--- src/rtl/core/egcd_pkg.sv ---
`timescale 1ns / 1ps
`default_nettype none

package egcd_pkg;

  localparam int unsigned OPERAND_WIDTH = 32;
  localparam int unsigned GCD_WIDTH     = OPERAND_WIDTH - 1;
  localparam int unsigned CNT_WIDTH     = $clog2(OPERAND_WIDTH);

  typedef enum logic [2:0] {
    ST_IDLE,
    ST_LOOP,
    ST_DIV,
    ST_UPDATE,
    ST_FINISH
  } egcd_state_e;

endpackage

`default_nettype wire

--- src/rtl/core/egcd_in_if.sv ---
`timescale 1ns / 1ps
`default_nettype none

interface egcd_in_if;
  import egcd_pkg::*;

  logic                            valid;
  logic                            ready;
  logic signed [OPERAND_WIDTH-1:0] value_a;
  logic signed [OPERAND_WIDTH-1:0] value_b;

  modport source (output valid, output value_a, output value_b, input ready);
  modport sink   (input valid, input value_a, input value_b, output ready);
endinterface

`default_nettype wire

--- src/rtl/core/egcd_out_if.sv ---
`timescale 1ns / 1ps
`default_nettype none

interface egcd_out_if;
  import egcd_pkg::*;

  logic                            valid;
  logic                            ready;
  logic        [GCD_WIDTH-1:0]     divisor;
  logic signed [OPERAND_WIDTH-1:0] coef_a;
  logic signed [OPERAND_WIDTH-1:0] coef_b;

  modport source (output valid, output divisor, output coef_a, output coef_b, input ready);
  modport sink   (input valid, input divisor, input coef_a, input coef_b, output ready);
endinterface

`default_nettype wire

--- src/rtl/core/extended_gcd_unit.sv ---
// Extended Euclidean unit: for signed operands a and b it returns g = gcd(|a|, |b|)
// and coefficients x, y with a*x + b*y = g, all reduced to the port widths.
// Channels: in_i (sink) carries value_a and value_b; out_o (source) carries
// divisor, coef_a and coef_b. A transaction completes when valid and ready are high.
// One transaction is in work at a time; in_i.ready is high only while the unit is idle.
// Each Euclid step runs a restoring divider that retires one quotient bit per cycle
// and builds q*s and q*t alongside.
// An operand pair with b equal to zero runs no Euclid step and goes from the
// step loop straight to the final state.
// Results sit in an output register, so a new transaction is accepted while the
// previous result still waits. If the receiver stalls, the next finished result
// waits in the final state until the output register frees up.
// Reset clears the sequencer and the output valid flag; no clearing pass is needed.
`timescale 1ns / 1ps
`default_nettype none

module extended_gcd_unit (
  input  wire logic  clk_i,
  input  wire logic  rst_ni,
  egcd_in_if.sink    in_i,
  egcd_out_if.source out_o
);
  import egcd_pkg::*;

  localparam int unsigned W = OPERAND_WIDTH;

  egcd_state_e state_q, state_d;

  logic [W-1:0]         r_prev_mag_q, r_cur_mag_q;
  logic                 r_prev_neg_q, r_cur_neg_q;
  logic [W-1:0]         s_prev_q, s_cur_q, t_prev_q, t_cur_q;
  logic [W-1:0]         rem_q, quo_q, ps_q, pt_q;
  logic [CNT_WIDTH-1:0] cnt_q;

  logic                 out_valid_q;
  logic [GCD_WIDTH-1:0] divisor_q;
  logic [W-1:0]         coef_a_q, coef_b_q;

  logic                 in_accept;
  logic                 load_out;
  logic [W-1:0]         a_raw, b_raw, a_mag, b_mag;
  logic [W-1:0]         shifted;
  logic [W:0]           trial;
  logic                 qbit;
  logic                 q_neg;
  logic                 res_neg;
  logic                 div_last;

  assign a_raw = in_i.value_a;
  assign b_raw = in_i.value_b;
  assign a_mag = a_raw[W-1] ? (~a_raw + W'(1)) : a_raw;
  assign b_mag = b_raw[W-1] ? (~b_raw + W'(1)) : b_raw;

  assign shifted  = {rem_q[W-2:0], quo_q[W-1]};
  assign trial    = {1'b0, shifted} - {1'b0, r_cur_mag_q};
  assign qbit     = ~trial[W];
  assign q_neg    = r_prev_neg_q ^ r_cur_neg_q;
  assign res_neg  = r_prev_neg_q && (r_prev_mag_q != '0);
  assign div_last = (cnt_q == CNT_WIDTH'(W - 1));

  always_comb begin
    state_d = state_q;
    case (state_q)
      ST_IDLE: begin
        if (in_i.valid) state_d = ST_LOOP;
      end
      ST_LOOP: begin
        state_d = (r_cur_mag_q == '0) ? ST_FINISH : ST_DIV;
      end
      ST_DIV: begin
        if (div_last) state_d = ST_UPDATE;
      end
      ST_UPDATE: begin
        state_d = ST_LOOP;
      end
      ST_FINISH: begin
        if (!out_valid_q || out_o.ready) state_d = ST_IDLE;
      end
      default: begin
        state_d = ST_IDLE;
      end
    endcase
  end

  always_comb begin
    in_i.ready = 1'b0;
    load_out   = 1'b0;
    case (state_q)
      ST_IDLE:   in_i.ready = 1'b1;
      ST_FINISH: load_out   = !out_valid_q || out_o.ready;
      default: begin
        in_i.ready = 1'b0;
        load_out   = 1'b0;
      end
    endcase
  end

  assign in_accept = in_i.valid && in_i.ready;

  always_ff @(posedge clk_i or negedge rst_ni) begin
    if (!rst_ni) begin
      state_q     <= ST_IDLE;
      out_valid_q <= 1'b0;
    end else begin
      state_q <= state_d;
      if (load_out) begin
        out_valid_q <= 1'b1;
      end else if (out_o.ready) begin
        out_valid_q <= 1'b0;
      end
    end
  end

  always_ff @(posedge clk_i) begin
    case (state_q)
      ST_IDLE: begin
        if (in_accept) begin
          r_prev_mag_q <= a_mag;
          r_prev_neg_q <= a_raw[W-1];
          r_cur_mag_q  <= b_mag;
          r_cur_neg_q  <= b_raw[W-1];
          s_prev_q     <= W'(1);
          s_cur_q      <= '0;
          t_prev_q     <= '0;
          t_cur_q      <= W'(1);
        end
      end
      ST_LOOP: begin
        rem_q <= '0;
        quo_q <= r_prev_mag_q;
        ps_q  <= '0;
        pt_q  <= '0;
        cnt_q <= '0;
      end
      ST_DIV: begin
        rem_q <= qbit ? trial[W-1:0] : shifted;
        quo_q <= {quo_q[W-2:0], qbit};
        ps_q  <= {ps_q[W-2:0], 1'b0} + (qbit ? s_cur_q : '0);
        pt_q  <= {pt_q[W-2:0], 1'b0} + (qbit ? t_cur_q : '0);
        cnt_q <= cnt_q + CNT_WIDTH'(1);
      end
      ST_UPDATE: begin
        r_prev_mag_q <= r_cur_mag_q;
        r_prev_neg_q <= r_cur_neg_q;
        r_cur_mag_q  <= rem_q;
        r_cur_neg_q  <= r_prev_neg_q;
        s_prev_q     <= s_cur_q;
        s_cur_q      <= q_neg ? (s_prev_q + ps_q) : (s_prev_q - ps_q);
        t_prev_q     <= t_cur_q;
        t_cur_q      <= q_neg ? (t_prev_q + pt_q) : (t_prev_q - pt_q);
      end
      ST_FINISH: begin
        if (load_out) begin
          divisor_q <= r_prev_mag_q[GCD_WIDTH-1:0];
          coef_a_q  <= res_neg ? (W'(0) - s_prev_q) : s_prev_q;
          coef_b_q  <= res_neg ? (W'(0) - t_prev_q) : t_prev_q;
        end
      end
      default: begin
        cnt_q <= '0;
      end
    endcase
  end

  assign out_o.valid   = out_valid_q;
  assign out_o.divisor = divisor_q;
  assign out_o.coef_a  = coef_a_q;
  assign out_o.coef_b  = coef_b_q;

  a_accept_starts: assert property (@(posedge clk_i) disable iff (!rst_ni)
    in_accept |=> (state_q == ST_LOOP))
    else $error("accepted transaction did not start the step loop");

  a_div_nonzero: assert property (@(posedge clk_i) disable iff (!rst_ni)
    (state_q == ST_DIV) |-> (r_cur_mag_q != '0))
    else $error("divider running with a zero divisor");

  a_div_length: assert property (@(posedge clk_i) disable iff (!rst_ni)
    ((state_q == ST_DIV) && !div_last) |=> (state_q == ST_DIV))
    else $error("divider left before all quotient bits were retired");

  a_rem_below: assert property (@(posedge clk_i) disable iff (!rst_ni)
    (state_q == ST_UPDATE) |-> (rem_q < r_cur_mag_q))
    else $error("remainder not below divisor after division");

  a_load_shows: assert property (@(posedge clk_i) disable iff (!rst_ni)
    load_out |=> out_o.valid)
    else $error("loaded result not presented on the output");

endmodule

`default_nettype wire

--- src/flat_wrapper.sv ---
// flat-port wrapper written by rule: the top's interface ports become plain ports
module extended_gcd_unit_flat import egcd_pkg::*;
  (clk_i, rst_ni, in_i_valid, in_i_value_a, in_i_value_b, in_i_ready, out_o_valid, out_o_divisor, out_o_coef_a, out_o_coef_b, out_o_ready);
  egcd_in_if in_i_i ();
  egcd_out_if out_o_i ();
  input  wire logic clk_i;
  input  wire logic rst_ni;
  input wire logic [$bits(in_i_i.valid)-1:0] in_i_valid;
  input wire logic [$bits(in_i_i.value_a)-1:0] in_i_value_a;
  input wire logic [$bits(in_i_i.value_b)-1:0] in_i_value_b;
  output wire logic [$bits(in_i_i.ready)-1:0] in_i_ready;
  output wire logic [$bits(out_o_i.valid)-1:0] out_o_valid;
  output wire logic [$bits(out_o_i.divisor)-1:0] out_o_divisor;
  output wire logic [$bits(out_o_i.coef_a)-1:0] out_o_coef_a;
  output wire logic [$bits(out_o_i.coef_b)-1:0] out_o_coef_b;
  input wire logic [$bits(out_o_i.ready)-1:0] out_o_ready;
  assign in_i_i.valid = in_i_valid;
  assign in_i_i.value_a = in_i_value_a;
  assign in_i_i.value_b = in_i_value_b;
  assign in_i_ready = in_i_i.ready;
  assign out_o_valid = out_o_i.valid;
  assign out_o_divisor = out_o_i.divisor;
  assign out_o_coef_a = out_o_i.coef_a;
  assign out_o_coef_b = out_o_i.coef_b;
  assign out_o_i.ready = out_o_ready;
  extended_gcd_unit u_core (.clk_i(clk_i), .rst_ni(rst_ni), .in_i(in_i_i), .out_o(out_o_i));
endmodule
--- config.mk ---
export PLATFORM = sky130hd
export DESIGN_NAME = extended_gcd_unit_flat
export DESIGN_NICKNAME = d
export VERILOG_FILES = /design/src/rtl/core/egcd_pkg.sv /design/src/rtl/core/egcd_in_if.sv /design/src/rtl/core/egcd_out_if.sv /design/src/rtl/core/extended_gcd_unit.sv /design/src/flat_wrapper.sv
export SDC_FILE = /design/constraint.sdc
export NUM_CORES = 1
export LEC_CHECK = 0
export ABC_AREA = 1
export BUFFER_PORTS_ARGS = -buffer_cell sky130_fd_sc_hd__buf_2
export CAP_MARGIN = 10
export CORE_ASPECT_RATIO = 0.5
export CORE_MARGIN = 2
export CORE_UTILIZATION = 45
export DETAILED_ROUTE_END_ITERATION = 10
export HOLD_SLACK_MARGIN = 0.03
export PLACE_DENSITY_LB_ADDON = 0.05
export SETUP_SLACK_MARGIN = 0.3
export SLEW_MARGIN = 20
export SYNTH_ARGS = -nofsm -noshare
export SYNTH_HDL_FRONTEND = slang
export SYNTH_SLANG_ARGS = --single-unit
--- constraint.sdc ---
create_clock -name clk_i -period 6.4 [get_ports clk_i]
set_clock_uncertainty 0.05 [all_clocks]
set_input_delay 0.32 -clock clk_i [delete_from_list [all_inputs] [get_ports clk_i]]
set_output_delay 0.32 -clock clk_i [all_outputs]
set_load 0.01 [all_outputs]
==> parameters.txt <==
Parameter                              Value

Clocking
  Number of buffers inserted by post-CTS setup repair ... 0
  Clock buffer count from CTS ... 44
  Clock slew at the register clock pins of the worst setup and hold paths ... 0.07 ns
  Source-to-sink clock delay at the later pin of the worst-skew pair ... 0.60 ns
  CTS sink count ... 426
  Post-CTS sizing ... 0
  H-Tree Depth ... 2
  CTS tree ... yes
  Clock Path Buffers ... 3
  Clock root buffer ... sky130_fd_sc_hd__clkbuf_16

Timing
  Period utilisation layout ... 71.2%
  Setup violations, final ... 0
  Tightest Pin Transition ... 1.03 ns
  Number of hold violations in the final report ... 0
  RSZ-0062 raised after global routing ... false
  Final-layout setup total negative slack ... 0 ns
  Achievable clock frequency ... 220 MHz
  Count of final max-slew check failures ... 0
  Tmin final ... 4.56 ns
  Slew headroom ... 31.2%

Global route
  Maximum number of pins on one net before global-route repair ... 132
  Initial antenna violation count ... 4
  Number of global-route vias before repair ... 24,977
  Overflow left after global routing ... 0
  Global-route wire length before repair ... 146,000 um
  Tot GR Track Use ... 27.3%

Placed design
  Global placement routability congestion ... 0.956
  Detail Placement HPWL ... 75,400 um
  Number of port buffers ... 164

Floorplan
  Effective utilization at floorplan ... 45.4%
  Floorplan Core Area ... 0.0669 mm^2
  Die outline area ... 0.0697 mm^2
  Row count ... 67
  Overall die width ... 371 um
  Height of the chip ... 188 um
  Num ports ... 165

Critical path
  Data required time at the worst endpoint ... 6.70 ns
  Endpoint type of the worst setup path ... flop
  Class of the most critical setup path ... reg2reg
  Critical path launch point type ... flop
  Max Fanout on Critical Path ... 50
  Endpoint arrival time on the critical path ... 4.85 ns

Yosys
  Yosys top cell by area ... sky130_fd_sc_hd__edfxtp_1
  Proportion of netlist area held by the largest area contributor ... 41.7%
  Number of storage elements in the synthesis netlist ... 426
  Netlist cell types ... 53
  Number of enable flip-flop cells after synthesis ... 422
  Mapped cell area ... 0.0304 mm^2
  Yosys synthesis warning count ... 0
  Ys async rst share ... 0.939%
  Mean post-synth cell area ... 7.59 um^2
  Instance count of the mapped netlist ... 4,002
  Prevailing post-synth register cell ... sky130_fd_sc_hd__edfxtp_1
  Nets in the synthesized netlist ... 4,237
  Top area cells in the synthesized netlist ... sky130_fd_sc_hd__edfxtp_1 42%, sky130_fd_sc_hd__nand2_1 12%, sky130_fd_sc_hd__nor2_1 7.5%
  Seq/Total Area, Yosys ... 42.0%

Route
  Drt pass-1 iters ... 6
  Initial DRC count ... 2,611
  Routed vias ... 27,250
  Total Wirelength ... 95,900 um
  Residual DRC ... 0
  Vias/cell ... 5.36
  Wire per inst ... 18.9 um
  Final ANT Viol Nets ... 0

Outcome
  Status ... completed

Final layout
  Fin util ... 50.2%
  Share of layout cells above drive strength 1 ... 6.94%
  Syn-to-layout area delta ... 10.5%
  Post-layout net count ... 4,384
  Total of fill cells in the finished design ... 6,647

Min path
  Class of the tightest hold or removal check ... in2reg

Job
  Max-capacitance violation count ... 0
==> worst max-delay path: stages, from the launching register on <==
cell	delay, ns
sky130_fd_sc_hd__edfxtp_1	0.48
sky130_fd_sc_hd__inv_1	0.13
sky130_fd_sc_hd__ha_1	0.37
sky130_fd_sc_hd__a21o_1	0.24
sky130_fd_sc_hd__nor2_1	0.12
sky130_fd_sc_hd__nand2_1	0.07
sky130_fd_sc_hd__a21oi_2	0.15
sky130_fd_sc_hd__nand2_4	0.06
sky130_fd_sc_hd__inv_2	0.70
sky130_fd_sc_hd__nor2_1	0.11
sky130_fd_sc_hd__ha_1	0.26
sky130_fd_sc_hd__fa_1	0.39
sky130_fd_sc_hd__nand2_1	0.10
sky130_fd_sc_hd__nand2_1	0.05
sky130_fd_sc_hd__o21ai_0	0.17
sky130_fd_sc_hd__o21ai_1	0.23
sky130_fd_sc_hd__nand2_1	0.10
sky130_fd_sc_hd__nand2_1	0.12
sky130_fd_sc_hd__nand2_1	0.08
sky130_fd_sc_hd__nand2_1	0.07
sky130_fd_sc_hd__o21ai_0	0.15
sky130_fd_sc_hd__a21oi_1	0.06
==> per-stage QoR <==
stage          worst slack (ns)  instance area [um^2]  cells  hold WS (ns)
4_1_cts                    1.88                 33500   5078        0.0322
3_3_place_gp               1.94                 32100   4995        0.0809
3_5_place_dp               1.89                 32100   4995        0.0838
5_1_grt                    1.38                 33600   5079        0.0669
2_1_floorplan             0.388                 30400   4002       -0.0256
6_report                   1.84                 33600   5081        0.0689
==> kinds of logic (layout without fill, tap and decap cells) <==
family	after synthesis	in the layout	synth area share, %
fa+ha+maj	167	167	7.00
compound gates	739	739	12.9
xor+xnor	144	144	4.15
buf+inv	546	725	6.97
other cells	0	3	0
flops	426	426	42.0
simple gates	1980	1980	26.9
==> timing repair <==
| item | in CTS | in global routing |
|---|---|---|
| setup endpoints to repair | 0 | 0 |
| hold endpoints to repair | 7 | 0 |
| hold buffers | 5 | 0 |
==> placed cells by master, fill, tap and decap left out, types with 103 or more instances in the layout <==
cell	instances
sky130_fd_sc_hd__ha_1	162
sky130_fd_sc_hd__inv_1	456
sky130_fd_sc_hd__o21ai_0	318
sky130_fd_sc_hd__xor2_1	103
sky130_fd_sc_hd__edfxtp_1	422
sky130_fd_sc_hd__nor2_1	608
sky130_fd_sc_hd__buf_2	164
sky130_fd_sc_hd__nand3_1	203
sky130_fd_sc_hd__nand2_1	967
sky130_fd_sc_hd__a21oi_1	316
==> state kept, by name (all words and copies together) (netlist names), 32 cells and up <==
register             count
u_core.out_o.coef_a     32
u_core.out_o.coef_b     32
u_core.ps_q             32
u_core.pt_q             32
u_core.quo_q            32
u_core.r_cur_mag_q      32
u_core.r_prev_mag_q     32
u_core.rem_q            32
u_core.s_cur_q          32
u_core.s_prev_q         32
u_core.t_cur_q          32
u_core.t_prev_q         32
==> layer usage <==
layer	part of all wire (%)	up-vias	GRT usage, %
met4	2.1	2	6.14
met5	0.011	-	0
met2	38	834	36.9
met3	8.7	96	6.49
met1	51	12601	43.1
li1	-	13717	-
==> cell type report <==
type,count,area [um^2],area share (%)
multi-input cells,3030,15500,46.3
well taps,897,1120,3.34
clock inverters,25,233,0.694
clock buffers,53,1160,3.45
flip-flops and latches,426,12800,38.1
diodes,3,7.51,0.0224
inverters,462,1740,5.18
repair buffers,185,1000,2.99
==> cells in the mapped netlist (4+ instances only) <==
master	n
sky130_fd_sc_hd__nor2_1	610
sky130_fd_sc_hd__o21bai_1	26
sky130_fd_sc_hd__edfxtp_1	422
sky130_fd_sc_hd__nor3_1	68
sky130_fd_sc_hd__buf_1	11
sky130_fd_sc_hd__xnor2_1	41
sky130_fd_sc_hd__a21o_1	13
sky130_fd_sc_hd__nor3b_1	7
sky130_fd_sc_hd__ha_1	162
sky130_fd_sc_hd__a31oi_1	7
sky130_fd_sc_hd__buf_4	4
sky130_fd_sc_hd__inv_1	457
sky130_fd_sc_hd__o21a_1	24
sky130_fd_sc_hd__fa_1	5
sky130_fd_sc_hd__a21oi_1	316
sky130_fd_sc_hd__nor4_1	26
sky130_fd_sc_hd__o31ai_1	7
sky130_fd_sc_hd__or2_2	9
sky130_fd_sc_hd__nand3_1	203
sky130_fd_sc_hd__dfrtp_1	4
sky130_fd_sc_hd__o21ai_0	318
sky130_fd_sc_hd__buf_2	24
sky130_fd_sc_hd__o21ai_1	14
sky130_fd_sc_hd__nand4_1	43
sky130_fd_sc_hd__nand2_1	969
sky130_fd_sc_hd__clkbuf_1	43
sky130_fd_sc_hd__inv_2	5
sky130_fd_sc_hd__xor2_1	103
sky130_fd_sc_hd__nand2_2	7
sky130_fd_sc_hd__nand3b_1	11
sky130_fd_sc_hd__and3_1	4
sky130_fd_sc_hd__nor2_2	7
==> worst paths after layout <==
kind                                        startpoint                      end  slack (ns)  cells after the start
worst max-delay path            u_core.r_cur_mag_q[31]          u_core.ps_q[21]        1.84                     21
worst min-delay path                   in_i_value_b[1]    u_core.r_cur_mag_q[1]        0.07                      3
worst max register to register  u_core.r_cur_mag_q[31]          u_core.ps_q[21]        1.84                     21
worst min register to register  u_core.r_prev_mag_q[6]  u_core.out_o.divisor[6]        0.46                      0
max in group asynchronous                       rst_ni        u_core.state_q[0]        5.54                      3
min in group asynchronous                       rst_ni       u_core.out_o.valid        0.57                      3
Power is left out: the tool's default activity adds up to more than one toggle a clock period on the data nets, which glitch-free logic cannot reach.
